<file path="src/design/assert_macros.svh">
// Assertion macros shared by the decoder RTL.
// Define NO_ASSERTIONS to compile every check away.
`ifndef ASSERT_MACROS_SVH
`define ASSERT_MACROS_SVH

`ifndef NO_ASSERTIONS

// Property must hold at every clock edge outside reset.
`define ASSERT_ALWAYS(lbl, clk, rstn, prop, msg) \
    lbl: assert property (@(posedge clk) disable iff (!(rstn)) (prop)) else $error(msg);

// Antecedent in one cycle implies the consequent in the next.
`define ASSERT_NEXT(lbl, clk, rstn, ante, cons, msg) \
    lbl: assert property (@(posedge clk) disable iff (!(rstn)) (ante) |=> (cons)) \
        else $error(msg);

`else

`define ASSERT_ALWAYS(lbl, clk, rstn, prop, msg)
`define ASSERT_NEXT(lbl, clk, rstn, ante, cons, msg)

`endif

`endif

</file>
<file path="src/design/ued_pkg.sv">
// Shared types, character codes and helpers of the escape decoder.
// No dependencies; the decoder modules import this package.
package ued_pkg;

    localparam int unsigned UED_QUEUE_DEPTH = 4;

    localparam logic [7:0] CH_BACKSLASH = 8'h5C;
    localparam logic [7:0] CH_LOWER_U   = 8'h75;
    localparam logic [7:0] CH_UPPER_U   = 8'h55;
    localparam logic [7:0] CH_ZERO      = 8'h30;
    localparam logic [7:0] CH_NINE      = 8'h39;
    localparam logic [7:0] CH_UPPER_A   = 8'h41;
    localparam logic [7:0] CH_UPPER_F   = 8'h46;
    localparam logic [7:0] CH_LOWER_A   = 8'h61;
    localparam logic [7:0] CH_LOWER_F   = 8'h66;

    // One expansion job: a prefix of held escape characters (backslash,
    // letter, held digits, in that order) followed by an optional tail unit.
    typedef struct packed {
        logic [2:0]      prefix_len;
        logic            has_tail;
        logic [15:0]     tail;
        logic            letter_upper;
        logic [2:0][6:0] digits;
        logic            last;
    } ued_job_t;

    function automatic logic ued_is_hex(input logic [7:0] c);
        return (c >= CH_ZERO && c <= CH_NINE) ||
               (c >= CH_UPPER_A && c <= CH_UPPER_F) ||
               (c >= CH_LOWER_A && c <= CH_LOWER_F);
    endfunction

    function automatic logic [3:0] ued_hex_value(input logic [7:0] c);
        logic [7:0] d;
        d = 8'h00;
        if (c >= CH_ZERO && c <= CH_NINE)
        begin
            d = c - CH_ZERO;
        end
        else if (c >= CH_UPPER_A && c <= CH_UPPER_F)
        begin
            d = c - CH_UPPER_A + 8'd10;
        end
        else if (c >= CH_LOWER_A && c <= CH_LOWER_F)
        begin
            d = c - CH_LOWER_A + 8'd10;
        end
        return d[3:0];
    endfunction

endpackage

</file>
<file path="src/design/ued_in_if.sv">
// Input byte channel: valid/ready handshake with one text byte per transfer.
// No dependencies.
interface ued_in_if;
    logic       valid;
    logic       ready;
    logic [7:0] text_byte;
    logic       end_of_text;

    modport source (output valid, output text_byte, output end_of_text, input ready);
    modport sink   (input valid, input text_byte, input end_of_text, output ready);
endinterface

</file>
<file path="src/design/ued_out_if.sv">
// Output channel: valid/ready handshake with one UTF-16 code unit per transfer.
// No dependencies.
interface ued_out_if;
    logic        valid;
    logic        ready;
    logic [15:0] code_unit;
    logic        last_of_text;

    modport source (output valid, output code_unit, output last_of_text, input ready);
    modport sink   (input valid, input code_unit, input last_of_text, output ready);
endinterface

</file>
<file path="src/design/unicode_escape_decoder_unit.sv">
// Backslash-u escape decoder: one text byte in per transfer, UTF-16 code units out.
// Depends on ued_pkg, ued_in_if, ued_out_if, ued_front, ued_queue and ued_back.
//
// The block takes one byte per cycle on byte_stream while the queue is not full
// and turns \uXXXX or \UXXXX (exactly four hex digits) into one 16-bit code
// unit; any other byte comes out zero-extended. A broken escape comes out as the
// characters held so far, as received, followed by the byte that broke it (up to
// six units for one byte), and a byte that ends the text flushes any open escape,
// with last_of_text set on its final unit. The front end classifies each byte in
// the cycle it is taken and writes one job per producing byte into a
// QUEUE_DEPTH-entry queue; the back end sends one code unit per cycle from the
// head job while the output is ready. Input rate is one byte per cycle as long
// as the output takes one unit per cycle and jobs hold one unit each; a broken
// escape or a flush at end of text holds the back end for each of its units, and
// the input stalls once the queue fills. A byte's job is written into the queue
// at the same edge that takes the byte, and, if the queue was empty, its first
// unit is offered in the very next cycle. There is no clearing pass after reset.
module unicode_escape_decoder_unit #(
    parameter int unsigned QUEUE_DEPTH = ued_pkg::UED_QUEUE_DEPTH
) (
    input  logic      clk,
    input  logic      rst_n,
    ued_in_if.sink    byte_stream,
    ued_out_if.source unit_stream
);
    import ued_pkg::*;

    logic     q_push;
    logic     q_full;
    logic     q_pop;
    logic     q_empty;
    ued_job_t push_job;
    ued_job_t head_job;

    // classify bytes, hold escape state
    ued_front u_front (
        .clk    (clk),
        .rst_n  (rst_n),
        .in_ch  (byte_stream),
        .q_full (q_full),
        .q_push (q_push),
        .q_job  (push_job)
    );

    // decouple classification from expansion
    ued_queue #(
        .DEPTH (QUEUE_DEPTH)
    ) u_queue (
        .clk      (clk),
        .rst_n    (rst_n),
        .push     (q_push),
        .push_job (push_job),
        .full     (q_full),
        .pop      (q_pop),
        .head_job (head_job),
        .empty    (q_empty)
    );

    // expand each job into its code units
    ued_back u_back (
        .clk      (clk),
        .rst_n    (rst_n),
        .empty    (q_empty),
        .head_job (head_job),
        .pop      (q_pop),
        .out_ch   (unit_stream)
    );

endmodule

</file>
<file path="src/design/ued_front.sv">
// Front end: accepts text bytes, tracks the escape parser and emits jobs.
// Depends on ued_pkg and ued_in_if.
module ued_front (
    input  logic              clk,
    input  logic              rst_n,
    ued_in_if.sink            in_ch,
    input  logic              q_full,
    output logic              q_push,
    output ued_pkg::ued_job_t q_job
);
    import ued_pkg::*;

    typedef enum logic [1:0] {
        MODE_IDLE,
        MODE_ESC,
        MODE_HEX
    } mode_t;

    mode_t           mode_reg, mode_next;
    logic            letter_reg, letter_next;
    logic [1:0]      count_reg, count_next;
    logic [2:0][6:0] digits_reg, digits_next;
    logic [7:0]      ch;
    logic            fire;

    assign ch          = in_ch.text_byte;
    assign in_ch.ready = !q_full;
    assign fire        = in_ch.valid && !q_full;

    always_comb
    begin
        mode_next   = mode_reg;
        letter_next = letter_reg;
        count_next  = count_reg;
        digits_next = digits_reg;

        q_job.prefix_len = 3'd0;
        q_job.has_tail   = 1'b0;
        q_job.tail       = {8'h00, ch};

        case (mode_reg)
            MODE_IDLE:
            begin
                if (ch == CH_BACKSLASH)
                begin
                    mode_next = MODE_ESC;
                end
                else
                begin
                    q_job.has_tail = 1'b1;
                end
            end
            MODE_ESC:
            begin
                if (ch == CH_LOWER_U || ch == CH_UPPER_U)
                begin
                    letter_next = (ch == CH_UPPER_U);
                    count_next  = 2'd0;
                    mode_next   = MODE_HEX;
                end
                else
                begin
                    // broken: backslash, then the byte
                    q_job.prefix_len = 3'd1;
                    q_job.has_tail   = 1'b1;
                    mode_next        = MODE_IDLE;
                end
            end
            MODE_HEX:
            begin
                if (!ued_is_hex(ch))
                begin
                    q_job.prefix_len = 3'd2 + {1'b0, count_reg};
                    q_job.has_tail   = 1'b1;
                    mode_next        = MODE_IDLE;
                    count_next       = 2'd0;
                end
                else if (count_reg == 2'd3)
                begin
                    q_job.tail = {ued_hex_value({1'b0, digits_reg[0]}),
                                  ued_hex_value({1'b0, digits_reg[1]}),
                                  ued_hex_value({1'b0, digits_reg[2]}),
                                  ued_hex_value(ch)};
                    q_job.has_tail = 1'b1;
                    mode_next      = MODE_IDLE;
                    count_next     = 2'd0;
                end
                else
                begin
                    digits_next[count_reg] = ch[6:0];
                    count_next             = count_reg + 2'd1;
                end
            end
            default:
            begin
                mode_next = MODE_IDLE;
            end
        endcase

        // end of text: flush whatever escape is still open
        if (in_ch.end_of_text)
        begin
            if (mode_next == MODE_ESC)
            begin
                q_job.prefix_len = 3'd1;
            end
            else if (mode_next == MODE_HEX)
            begin
                q_job.prefix_len = 3'd2 + {1'b0, count_next};
            end
            mode_next  = MODE_IDLE;
            count_next = 2'd0;
        end

        q_job.letter_upper = letter_next;
        q_job.digits       = digits_next;
        q_job.last         = in_ch.end_of_text;
        q_push = fire && (q_job.prefix_len != 3'd0 || q_job.has_tail);
    end

    always_ff @(posedge clk or negedge rst_n)
    begin
        if (!rst_n)
        begin
            mode_reg   <= MODE_IDLE;
            letter_reg <= 1'b0;
            count_reg  <= 2'd0;
        end
        else if (fire)
        begin
            mode_reg   <= mode_next;
            letter_reg <= letter_next;
            count_reg  <= count_next;
        end
    end

    always_ff @(posedge clk)
    begin
        if (fire)
        begin
            digits_reg <= digits_next;
        end
    end

endmodule

</file>
<file path="src/design/ued_queue.sv">
// Short job queue between the front end and the back end.
// Depends on ued_pkg and assert_macros.svh.
`include "assert_macros.svh"

module ued_queue #(
    parameter int unsigned DEPTH = ued_pkg::UED_QUEUE_DEPTH
) (
    input  logic              clk,
    input  logic              rst_n,
    input  logic              push,
    input  ued_pkg::ued_job_t push_job,
    output logic              full,
    input  logic              pop,
    output ued_pkg::ued_job_t head_job,
    output logic              empty
);
    import ued_pkg::*;

    localparam int unsigned PTR_W = (DEPTH > 1) ? $clog2(DEPTH) : 1;
    localparam int unsigned CNT_W = $clog2(DEPTH + 1);
    localparam logic [PTR_W-1:0] PTR_LAST = PTR_W'(DEPTH - 1);
    localparam logic [CNT_W-1:0] CNT_FULL = CNT_W'(DEPTH);

    ued_job_t         entry_reg [DEPTH];
    logic [PTR_W-1:0] wr_ptr_reg, wr_ptr_next;
    logic [PTR_W-1:0] rd_ptr_reg, rd_ptr_next;
    logic [CNT_W-1:0] cnt_reg, cnt_next;

    assign full     = (cnt_reg == CNT_FULL);
    assign empty    = (cnt_reg == '0);
    assign head_job = entry_reg[rd_ptr_reg];

    always_comb
    begin
        wr_ptr_next = wr_ptr_reg;
        rd_ptr_next = rd_ptr_reg;
        cnt_next    = cnt_reg;
        if (push)
        begin
            wr_ptr_next = (wr_ptr_reg == PTR_LAST) ? '0 : wr_ptr_reg + 1'b1;
        end
        if (pop)
        begin
            rd_ptr_next = (rd_ptr_reg == PTR_LAST) ? '0 : rd_ptr_reg + 1'b1;
        end
        if (push && !pop)
        begin
            cnt_next = cnt_reg + 1'b1;
        end
        else if (pop && !push)
        begin
            cnt_next = cnt_reg - 1'b1;
        end
    end

    always_ff @(posedge clk or negedge rst_n)
    begin
        if (!rst_n)
        begin
            wr_ptr_reg <= '0;
            rd_ptr_reg <= '0;
            cnt_reg    <= '0;
        end
        else
        begin
            wr_ptr_reg <= wr_ptr_next;
            rd_ptr_reg <= rd_ptr_next;
            cnt_reg    <= cnt_next;
        end
    end

    always_ff @(posedge clk)
    begin
        if (push)
        begin
            entry_reg[wr_ptr_reg] <= push_job;
        end
    end

    `ASSERT_ALWAYS(a_no_overflow, clk, rst_n, !(push && full), "push into full queue")
    `ASSERT_ALWAYS(a_no_underflow, clk, rst_n, !(pop && empty), "pop from empty queue")
    `ASSERT_NEXT(a_cnt_track, clk, rst_n, push && !pop, cnt_reg == $past(cnt_reg) + 1'b1, "count lost a push")

endmodule

</file>
<file path="src/design/ued_back.sv">
// Back end: expands the head job into code units, one per output transfer.
// Depends on ued_pkg, ued_out_if and assert_macros.svh.
`include "assert_macros.svh"

module ued_back (
    input  logic              clk,
    input  logic              rst_n,
    input  logic              empty,
    input  ued_pkg::ued_job_t head_job,
    output logic              pop,
    ued_out_if.source         out_ch
);
    import ued_pkg::*;

    logic [2:0]  idx_reg, idx_next;
    logic [2:0]  total;
    logic        final_unit;
    logic [15:0] unit;

    assign total      = head_job.prefix_len + {2'b00, head_job.has_tail};
    assign final_unit = (idx_reg == total - 3'd1);

    always_comb
    begin
        unit = head_job.tail;
        if (idx_reg < head_job.prefix_len)
        begin
            case (idx_reg)
                3'd0:    unit = {8'h00, CH_BACKSLASH};
                3'd1:    unit = {8'h00, head_job.letter_upper ? CH_UPPER_U : CH_LOWER_U};
                3'd2:    unit = {9'h000, head_job.digits[0]};
                3'd3:    unit = {9'h000, head_job.digits[1]};
                3'd4:    unit = {9'h000, head_job.digits[2]};
                default: unit = head_job.tail;
            endcase
        end
    end

    assign out_ch.valid        = !empty;
    assign out_ch.code_unit    = unit;
    assign out_ch.last_of_text = head_job.last && final_unit;

    // advance through the job; drop it after its final unit is taken
    assign pop = !empty && out_ch.ready && final_unit;

    always_comb
    begin
        idx_next = idx_reg;
        if (!empty && out_ch.ready)
        begin
            idx_next = final_unit ? 3'd0 : idx_reg + 3'd1;
        end
    end

    always_ff @(posedge clk or negedge rst_n)
    begin
        if (!rst_n)
        begin
            idx_reg <= 3'd0;
        end
        else
        begin
            idx_reg <= idx_next;
        end
    end

    `ASSERT_ALWAYS(a_idx_in_job, clk, rst_n, empty || (idx_reg < total), "unit index past job end")
    `ASSERT_NEXT(a_idx_restart, clk, rst_n, pop, idx_reg == 3'd0, "index not rewound after pop")

endmodule
</file>
<file path="src/flat_wrapper.sv">
// flat-port wrapper written by rule: the top's interface ports become plain ports
module unicode_escape_decoder_unit_flat import ued_pkg::*;
#(
    parameter int unsigned QUEUE_DEPTH = ued_pkg::UED_QUEUE_DEPTH
)
  (clk, rst_n, byte_stream_valid, byte_stream_text_byte, byte_stream_end_of_text, byte_stream_ready, unit_stream_valid, unit_stream_code_unit, unit_stream_last_of_text, unit_stream_ready);
  ued_in_if byte_stream_i ();
  ued_out_if unit_stream_i ();
  input  logic clk;
  input  logic rst_n;
  input wire logic [$bits(byte_stream_i.valid)-1:0] byte_stream_valid;
  input wire logic [$bits(byte_stream_i.text_byte)-1:0] byte_stream_text_byte;
  input wire logic [$bits(byte_stream_i.end_of_text)-1:0] byte_stream_end_of_text;
  output wire logic [$bits(byte_stream_i.ready)-1:0] byte_stream_ready;
  output wire logic [$bits(unit_stream_i.valid)-1:0] unit_stream_valid;
  output wire logic [$bits(unit_stream_i.code_unit)-1:0] unit_stream_code_unit;
  output wire logic [$bits(unit_stream_i.last_of_text)-1:0] unit_stream_last_of_text;
  input wire logic [$bits(unit_stream_i.ready)-1:0] unit_stream_ready;
  assign byte_stream_i.valid = byte_stream_valid;
  assign byte_stream_i.text_byte = byte_stream_text_byte;
  assign byte_stream_i.end_of_text = byte_stream_end_of_text;
  assign byte_stream_ready = byte_stream_i.ready;
  assign unit_stream_valid = unit_stream_i.valid;
  assign unit_stream_code_unit = unit_stream_i.code_unit;
  assign unit_stream_last_of_text = unit_stream_i.last_of_text;
  assign unit_stream_i.ready = unit_stream_ready;
  unicode_escape_decoder_unit #(.QUEUE_DEPTH(QUEUE_DEPTH)) u_core (.clk(clk), .rst_n(rst_n), .byte_stream(byte_stream_i), .unit_stream(unit_stream_i));
endmodule
</file>
<file path="config.mk">
export PLATFORM = sky130hd
export DESIGN_NAME = unicode_escape_decoder_unit_flat
export DESIGN_NICKNAME = d
export VERILOG_FILES = /design/src/design/ued_pkg.sv /design/src/design/ued_in_if.sv /design/src/design/ued_out_if.sv /design/src/design/unicode_escape_decoder_unit.sv /design/src/design/ued_front.sv /design/src/design/ued_queue.sv /design/src/design/ued_back.sv /design/src/flat_wrapper.sv
export VERILOG_INCLUDE_DIRS = /design/src /design/src/design
export SDC_FILE = /design/constraint.sdc
export NUM_CORES = 1
export LEC_CHECK = 0
export BUFFER_PORTS_ARGS = -buffer_cell sky130_fd_sc_hd__buf_2
export CORE_MARGIN = 1.5
export CORE_UTILIZATION = 52
export DETAILED_ROUTE_END_ITERATION = 8
export PLACE_DENSITY = 0.7
export SKIP_LAST_GASP = 1
export SLEW_MARGIN = 10
export SYNTH_ARGS = -nofsm -noshare
export SYNTH_HDL_FRONTEND = slang
export SYNTH_SLANG_ARGS = --single-unit
</file>
<file path="constraint.sdc">
create_clock -name clk -period 5.9 [get_ports clk]
set_input_delay 0.885 -clock clk [delete_from_list [all_inputs] [get_ports clk]]
set_output_delay 0.885 -clock clk [all_outputs]
set_load 0.02 [all_outputs]
</file>
==> After elaboration in Yosys (flattened, before gate mapping) <==
Memory sizes are Yosys's and may differ from the RTL's.
Cells that the tools add are included.
{ "totals": {"register_bits": 36, "ram_bits": 172, "wordCells": 170, "n_memories": 1} }
{ "mem_list": {"columns": ["memory", "depth", "width", "read_ports", "rd_ports_with_merged_regs", "write_ports", "line", "text"], "rows": [
  ["u_core.u_queue.entry_reg", 4, 43, 1, 0, 1, "ued_queue.sv:24", "ued_job_t entry_reg [DEPTH];"]
]} }
{ "op_classes": {"addsub": 30, "magnitude_cmp": 27, "eq_ne": 16, "mux": 53, "reduce_logical": 33} }
{ "op_table": {"columns": ["operator", "count"], "rows": [
  ["16-bit one-hot mux with 5 select lines", 1],
  ["21-bit two-way mux", 3],
  ["16-bit two-way mux", 3],
  ["4-bit two-way mux", 12],
  ["4-bit by 1-bit subtractor with 4-bit output, second input constant", 12],
  ["7-bit >= comparator, second input constant", 6],
  ["7-bit less-or-equal comparator, second input constant", 6],
  ["4-bit adder, second input constant", 8],
  ["8-bit by 7-bit equality test with 1-bit output, second input constant", 3],
  ["2-bit two-way mux", 12],
  ["21-bit bitwise mux", 1],
  ["7-bit by 6-bit >= comparator with 1-bit output, second input constant", 3],
  ["7-bit by 6-bit less-or-equal comparator with 1-bit output, second input constant", 3],
  ["3-bit two-way mux", 7],
  ["1-bit logical AND", 20],
  ["17-bit two-way mux", 1],
  ["8-bit by 7-bit >= comparator with 1-bit output, second input constant", 2],
  ["8-bit by 7-bit less-or-equal comparator with 1-bit output, second input constant", 2],
  ["7-bit demux with 2-bit select", 1],
  ["2-bit equality test, second input constant", 5],
  ["8-bit by 6-bit >= comparator with 1-bit output, second input constant", 1],
  ["8-bit by 6-bit less-or-equal comparator with 1-bit output, second input constant", 1],
  ["7-bit two-way mux", 1],
  ["2-bit by 1-bit adder with 2-bit output, second input constant", 3],
  ["24 further kinds", 42]
]} }

==> Depth between registers and ports, before layout <==
Gate-level depths: netlist of the first run.
{ "logic_depth": {"ltp_word": 17, "mapped_depth": 17} }

==> Modules after synthesis <==
From an unflattened synthesis of the first run, not the netlist that was laid out.
{ "unflattened": {"cells_unflattened": 588, "area_unflattened_um2": 9551.7} }
{ "by_module_without_submodules": {"columns": ["mod", "n_inst", "cells_each", "area_each_um2", "seq_area_each_um2"], "rows": [
  ["ued_queue", 1, 262, 6681.4, 5340.1],
  ["ued_front", 1, 244, 2202.1, 755.7],
  ["ued_back", 1, 82, 668.1, 75.1]
]} }

==> Least setup slack after synthesis of the first run <==
OpenSTA, ideal clock, no wires.
{ "synth_path": {"kind": "reg2out", "start": "register u_core.u_queue.rd_ptr_reg[0]", "end": "output unit_stream_code_unit[3]", "t_arrival_ns": 3.015, "required_ns": 5.015, "setup_slack_ns": 2.000, "path_stages_with_launch": 12, "n_path_buf": 4, "cell_sequence": "dfrtp_1 -> buf_2 -> buf_2 -> buf_2 -> mux4_2 -> inv_1 -> ha_1 -> a21boi_0 -> o21ai_0 -> nand2_1 -> clkbuf_1 -> o21ai_0"} }
{ "synth_between": {"elab_chain_cells": 3, "word_cells_on_any_way": 4} }
{ "synth_lines": {"columns": ["item", "line", "text"], "rows": [
  ["from (decl)", "ued_queue.sv:26", "logic [PTR_W-1:0] rd_ptr_reg, rd_ptr_next;"],
  ["from (signal assigned)", "ued_queue.sv:67", "rd_ptr_reg <= rd_ptr_next;"],
  ["memory read 4 x 43 bit *", null, null],
  ["3-bit less-than comparator / 16-bit one-hot mux with 5 select lines (equally long branches)", "ued_back.sv:26, ued_back.sv:28", null],
  ["16-bit two-way mux *", "ued_back.sv:26", "if (idx_reg < head_job.prefix_len)"],
  ["to (decl)", "flat_wrapper.sv:16", "output wire logic [$bits(unit_stream_i.code_unit)-1:0] unit_stream_code_unit;"]
]} }
Every way passes the cells marked *; elsewhere a longest branch is shown, timed or not.

==> Worst setup path in the final report of the first run <==
{ "layout_path": {"start": "register u_core.u_queue.rd_ptr_reg[1]", "end": "output unit_stream_last_of_text"} }
{ "layout_between": {"elab_chain_cells": 5} }
{ "layout_lines": {"columns": ["item", "line", "text"], "rows": [
  ["memory read 4 x 43 bit *", null, null],
  ["3-bit by 1-bit adder with 3-bit output", "ued_back.sv:20", "assign total = head_job.prefix_len + {2'b00, head_job.has_tail};"],
  ["3-bit by 1-bit subtractor with 3-bit output", "ued_back.sv:21", "assign final_unit = (idx_reg == total - 3'd1);"],
  ["3-bit equality test", "ued_back.sv:21", null],
  ["1-bit logical AND *", "ued_back.sv:41", "assign out_ch.last_of_text = head_job.last && final_unit;"],
  ["to (decl)", "flat_wrapper.sv:17", "output wire logic [$bits(unit_stream_i.last_of_text)-1:0] unit_stream_last_of_text;"]
]} }
Marked as above.

==> results.json, run 1 <==
{
  "coreArea_sq_um": 17500,
  "r2r-start": "u_core.u_queue.rd_ptr_reg[1]",
  "first_pass_iters": 6,
  "critPathArrivalTime_ns": 3.47,
  "vias": 5167,
  "slew_violations": 0,
  "syn-num-nets": 633,
  "avgRoutedWirePerCell_microns": 22.3,
  "cap_violations": 0,
  "synth_edf_count": 193,
  "antenna_cells": 0,
  "slowest_stage": "dfrtp_2",
  "netlist_area_sq_um": 9370,
  "die_w_microns": 137,
  "synth_flop_cell": "edfxtp_1",
  "worst_slew_pin_slew_ns": 1.15,
  "ctsHoldBuffers": 0,
  "cpPeakStageDelay_ns": 0.67,
  "ant_nets": 0,
  "die_y_microns": 137,
  "yosys_warnings": 0,
  "whs_ns": 0.301,
  "rr_endpoint": "u_core.u_queue.cnt_reg[1]",
  "r2r_setup_slack_ns": 1.92,
  "synthTopCellsByArea": "edfxtp_1, mux4_2, ha_1, dfrtp_1, o21ai_0",
  "n_fill_cell": 1247,
  "min_period_over_period_pct": 73.9,
  "cts_resized": 0,
  "cts_tree": "yes",
  "p_leak_nw": 3.75,
  "power_per_cell_area_nw_per_um2": 513,
  "most-common-layout-cells": "edfxtp_1, nand2_1, mux4_2",
  "startpoint": "u_core.u_queue.rd_ptr_reg[1]",
  "grt_pass1_vias": 5078,
  "setup_viol_count_final": 0,
  "cts_sinks": 208,
  "route.detailed.drc": 0,
  "post-cts-setup-buffers": 0,
  "clock_skew_ns": 0.00982,
  "cts-root-buf": "clkbuf_16",
  "fmax_mhz": 229,
  "synth_top_area_cell": "edfxtp_1",
  "io_pins": 32,
  "path_max_fanout": 27,
  "worstRegToRegCells": 12,
  "critPathCaptureType": "output pin",
  "clockBufferDepth": 3,
  "grt_overflow": 0,
  "routed_wl_microns": 19300,
  "portBuffers": 31,
  "synth_area_per_cell_sq_um": 16.1,
  "yosysTopAreaCellShare_pct": 61.9,
  "largest_reg_flops": 172,
  "final_common_cell": "edfxtp_1",
  "post_drt_via_cell_ratio": 5.99,
  "rsz0062_at_grt": "no",
  "path_cells": "buf_4 -> mux4_2 -> inv_1 -> ha_1 -> ha_1 -> xnor2_1 -> xnor2_1 -> nor3_1 -> and2_1 -> buf_2",
  "yosysSeqAreaShare_pct": 65.9,
  "status": "complete, no violations",
  "gp_congestion": 0.849,
  "utilization_pct": 60.5,
  "hp-class": "in -> async",
  "relSlewSlack_pct": 23.4,
  "endpoint": "unit_stream_last_of_text",
  "critPathLaunchType": "flop",
  "track_usage_pct": 21.0,
  "final_cell_area_sq_um": 10600,
  "grt_pass1_wl_microns": 28800,
  "clk_pin_slew_ns": 0.07,
  "async_flop_share_pct": 7.21,
  "hpwl_microns": 13000,
  "synth.distinct_cells": 60,
  "dpl_cell_area_sq_um": 9770,
  "die_area_sq_um": 18800,
  "clock_latency_ns": 0.49,
  "finalCriticalPeriod_ns": 4.36,
  "drive_gt1_share_pct": 24.0,
  "power_mw": 5.42,
  "ys_ff_latch": 208,
  "antenna_found_initial": 0,
  "peakVddDrop_mv": 0.345,
  "hold_viol": 0,
  "tns_ns": 0,
  "path_class": "reg -> out",
  "grt_max_degree": 44,
  "crit_required_ns": 5.02,
  "rows": 48,
  "htree_num_levels": 1,
  "initial_core_util_pct": 53.6,
  "final_nets": 674,
  "first_iter_violations": 518,
  "area_growth_pct": 12.8,
  "cts_buffers": 20,
  "syn_inst": 583
}
==> where the power goes <==
part           internal, mW  leakage (nW)  total [mW]  switching, mW
clock network         0.965         0.394        1.52          0.555
registers              2.00          1.97        2.19          0.188
logic                 0.702          1.39        1.71           1.01
==> area by class of cell <==
| class | instances | area (sq um) | area share (%) |
|---|---|---|---|
| well taps | 225 | 282 | 2.66 |
| clock inverters | 15 | 274 | 2.59 |
| flip-flops and latches | 208 | 6170 | 58.4 |
| clock buffers | 21 | 526 | 4.97 |
| repair buffers | 36 | 193 | 1.82 |
| multi-input cells | 327 | 3000 | 28.4 |
| inverters | 31 | 116 | 1.10 |
==> synthesized netlist by cell type (all sizes together) (3+ instances only) <==
cell type	count
mux2	17
xor2	7
inv	31
nand2	46
nor2	30
mux4	43
clkbuf	10
ha	36
nor4	4
a21oi	15
o21ai	36
xnor2	8
nand3	15
buf	7
nor3	5
and2	15
a221oi	4
nor2b	4
a21boi	3
nand4b	3
dfrtp	15
edfxtp	193
==> kinds of logic (layout without fill, tap and decap cells) <==
| kind of cell | count (synthesis) | after routing | synth area share, % |
|---|---|---|---|
| buffers and inverters | 48 | 103 | 2.08 |
| muxes | 61 | 61 | 12.6 |
| AOI/OAI and AO/OA | 82 | 82 | 5.97 |
| and+or+nand+nor | 132 | 132 | 7.09 |
| xor gates and xnor gates | 15 | 15 | 1.40 |
| DFF | 208 | 208 | 65.9 |
| adders and majority gates | 37 | 37 | 5.02 |
==> metal layers <==
layer	routed length, microns	vias to the layer above	global-route usage (%)
li1	-	2337	-
met1	8240	2624	29.4
met2	9310	174	34.0
met3	1360	32	4.01
met4	358	0	5.96
met5	0	-	0
==> through the flow <==
stage	setup WS [ns]	std cells
5_1_grt	1.33	863
6_report	1.54	863
3_5_place_dp	1.35	827
4_1_cts	1.51	863
3_3_place_gp	1.59	827
2_1_floorplan	2.00	583
==> worst max-delay path, delay by kind of cell (launching register included) <==
kind | cells | cell delay, ns
xor+xnor | 2 | 0.33
fa+ha+maj | 2 | 0.37
buf+inv | 3 | 0.69
flops | 1 | 0.67
mux | 1 | 0.33
simple gates | 2 | 0.58
==> how the worst min path moves through the flow <==
stage          depth (start not counted)                       from  slack (ns)                     endpoint
2_1_floorplan                          1  u_core.u_queue.cnt_reg[2]        0.46    u_core.u_queue.cnt_reg[2]
5_1_grt                                1                      rst_n        0.32     u_core.u_back.idx_reg[0]
3_3_place_gp                           1  u_core.u_queue.cnt_reg[2]        0.47    u_core.u_queue.cnt_reg[2]
6_report                               1                      rst_n        0.30  u_core.u_front.count_reg[1]
4_1_cts                                1                      rst_n        0.30     u_core.u_back.idx_reg[0]
3_5_place_dp                           1  u_core.u_queue.cnt_reg[2]        0.49    u_core.u_queue.cnt_reg[2]
Power figures use the tool's default switching activity.
==> inputs of run 2 (changes only) <==
- ABC_AREA: unset -> 1
- clock period: 5.9 -> 4.4 ns (I/O delays scaled with it)
==> results.json, run 2 <==
{
  "status": "finished with violations",
  "violations": "DRC",
  "antenna_found_initial": 0,
  "path_max_fanout": 34,
  "utilization_pct": 59.7,
  "syn-num-nets": 929,
  "synth_area_per_cell_sq_um": 11.0,
  "worstRegToRegCells": 16,
  "yosysSeqAreaShare_pct": 63.9,
  "p_leak_nw": 4.13,
  "clock_skew_ns": 0.0162,
  "grt_pass1_wl_microns": 33900,
  "cts_tree": "yes",
  "ctsHoldBuffers": 0,
  "cts_resized": 0,
  "initial_core_util_pct": 53.4,
  "power_per_cell_area_nw_per_um2": 688,
  "yosysTopAreaCellShare_pct": 60.0,
  "area_growth_pct": 11.8,
  "setup_viol_count_final": 0,
  "tns_ns": 0,
  "path_class": "reg -> out",
  "r2r-start": "u_core.u_queue.rd_ptr_reg[0]",
  "most-common-layout-cells": "edfxtp_1, nand2_1, nor2_1",
  "first_pass_iters": 7,
  "peakVddDrop_mv": 0.288,
  "cts_buffers": 22,
  "portBuffers": 31,
  "hpwl_microns": 13800,
  "synth_top_area_cell": "edfxtp_1",
  "hp-class": "in -> async",
  "setup_ws_ns": 0.341,
  "first_iter_violations": 605,
  "cts-root-buf": "clkbuf_16",
  "async_flop_share_pct": 7.21,
  "synthTopCellsByArea": "edfxtp_1, nor2_1, o21ai_0, nand2_1, ha_1",
  "antenna_cells": 0,
  "relSlewSlack_pct": 30.6,
  "grt_pass1_vias": 6205,
  "hold_viol": 0,
  "coreArea_sq_um": 18100,
  "clock_latency_ns": 0.50,
  "avgRoutedWirePerCell_microns": 18.4,
  "post_drt_via_cell_ratio": 5.58,
  "ys_ff_latch": 208,
  "vias": 6457,
  "synth.distinct_cells": 48,
  "die_area_sq_um": 19400,
  "critPathCaptureType": "output pin",
  "final_nets": 964,
  "die_w_microns": 139,
  "final_common_cell": "edfxtp_1",
  "cts_sinks": 208,
  "r2r_setup_slack_ns": 0.86,
  "route.detailed.drc": 2,
  "synth_flop_cell": "edfxtp_1",
  "yosys-top-cells-count": "edfxtp_1, nor2_1, nand2_1",
  "io_pins": 32,
  "cpPeakStageDelay_ns": 0.65,
  "track_usage_pct": 22.5,
  "n_fill_cell": 1428,
  "path_cells": "inv_6 -> nand2_1 -> a32o_1 -> ha_1 -> a21o_1 -> a21oi_2 -> inv_1 -> nor2_2 -> buf_4 -> inv_2 -> a211oi_1 -> a31oi_1 -> buf_2",
  "finalCriticalPeriod_ns": 4.06,
  "yosys_warnings": 0,
  "crit_required_ns": 3.74,
  "ant_nets": 0,
  "post-cts-setup-buffers": 0,
  "grt_max_degree": 55,
  "htree_num_levels": 1,
  "largest_reg_flops": 172,
  "crit_buf_inv": 5,
  "die_y_microns": 139,
  "yosysMostFrequentCell": "edfxtp_1",
  "rows": 49,
  "slew_violations": 0,
  "clockBufferDepth": 3,
  "cap_violations": 0,
  "critPathLaunchType": "flop",
  "grt_overflow": 0,
  "rr_endpoint": "u_core.u_queue.cnt_reg[2]",
  "rsz0062_at_grt": "no",
  "clk_pin_slew_ns": 0.06,
  "worst_slew_pin_slew_ns": 1.03,
  "whs_ns": 0.0738,
  "syn_inst": 879,
  "cp_top_family": "compound AO/OA/AOI/OAI gates",
  "slowest_stage": "dfrtp_2",
  "drive_gt1_share_pct": 12.8,
  "fmax_mhz": 246,
  "min_period_over_period_pct": 92.2,
  "routed_wl_microns": 21400,
  "synth_edf_count": 193,
  "netlist_area_sq_um": 9660,
  "gp_congestion": 0.871,
  "pre_cts_ws_ns": 0.739,
  "critPathArrivalTime_ns": 3.40
}
==> run 2: cell count changes after synthesis, moves of 14 or more <==
cell     delta
o21ai_0    +61
o22ai_1    +21
nand2_1    +82
mux2_2     -14
mux4_2     -43
nand3_1    +23
nor2_1    +100
inv_1      +31
==> run 2: kinds of logic (layout without fill, tap and decap cells) <==
group | Yosys count | in the layout | synth area share (%)
AO/OA/AOI/OAI | 177 | 177 | 10.4
XOR/XNOR | 11 | 11 | 0.997
adder cells (fa/ha/maj) | 37 | 37 | 4.87
buffers and inverters | 105 | 155 | 4.39
flip-flops | 208 | 208 | 63.9
multiplexers | 1 | 1 | 0.117
AND/OR/NAND/NOR | 340 | 340 | 15.4
==> run 2: worst max path at each step <==
| stage | to | cells after the start | slack [ns] | from |
|---|---|---|---|---|
| 3_3_place_gp | u_core.u_queue.entry_reg[1][23] | 17 | 0.80 | byte_stream_text_byte[1] |
| 2_1_floorplan | u_core.u_queue.entry_reg[0][0] | 17 | 0.12 | byte_stream_text_byte[1] |
| 6_report | unit_stream_code_unit[1] | 13 | 0.34 | u_core.u_queue.rd_ptr_reg[0] |
| 5_1_grt | unit_stream_code_unit[1] | 13 | 0.15 | u_core.u_queue.rd_ptr_reg[0] |
| 4_1_cts | unit_stream_code_unit[1] | 13 | 0.32 | u_core.u_queue.rd_ptr_reg[0] |
| 3_5_place_dp | u_core.u_queue.entry_reg[1][23] | 19 | 0.74 | byte_stream_text_byte[1] |
==> run 2: power by group <==
part | switching, mW | internal, mW
Clock | 0.712 | 1.05
Combinational | 1.94 | 0.882
Sequential | 0.195 | 2.65
==> run 2: layout make-up <==
type,count,area (sq um),area share (%)
clock buffer,31,626,5.79
inverter,71,273,2.52
timing repair buffer,45,285,2.64
multi-input combinational,566,3100,28.7
tap,229,287,2.65
sequential,208,6170,57.1
clock inverter,8,63.8,0.591
==> run 2: per-stage QoR <==
step	cell area [sq um]	total power, mW	cells
floorplan	9660	4.81	879
global placement	10100	5.66	1119
detailed placement	10100	5.71	1119
CTS	10800	7.49	1158
global route	10800	7.88	1158
finish	10800	7.43	1158
==> run 2: metal layers <==
metal  wire [microns]  global-route usage (%)  vias to the layer above  part of all wire, %
li1                 -                       -                     3144                    -
met1             9450                    32.2                     3039                   44
met2             9650                    34.6                      234                   45
met3             1770                    4.65                       40                  8.3
met4              484                    7.28                        0                  2.3
met5                0                       0                        -                    0
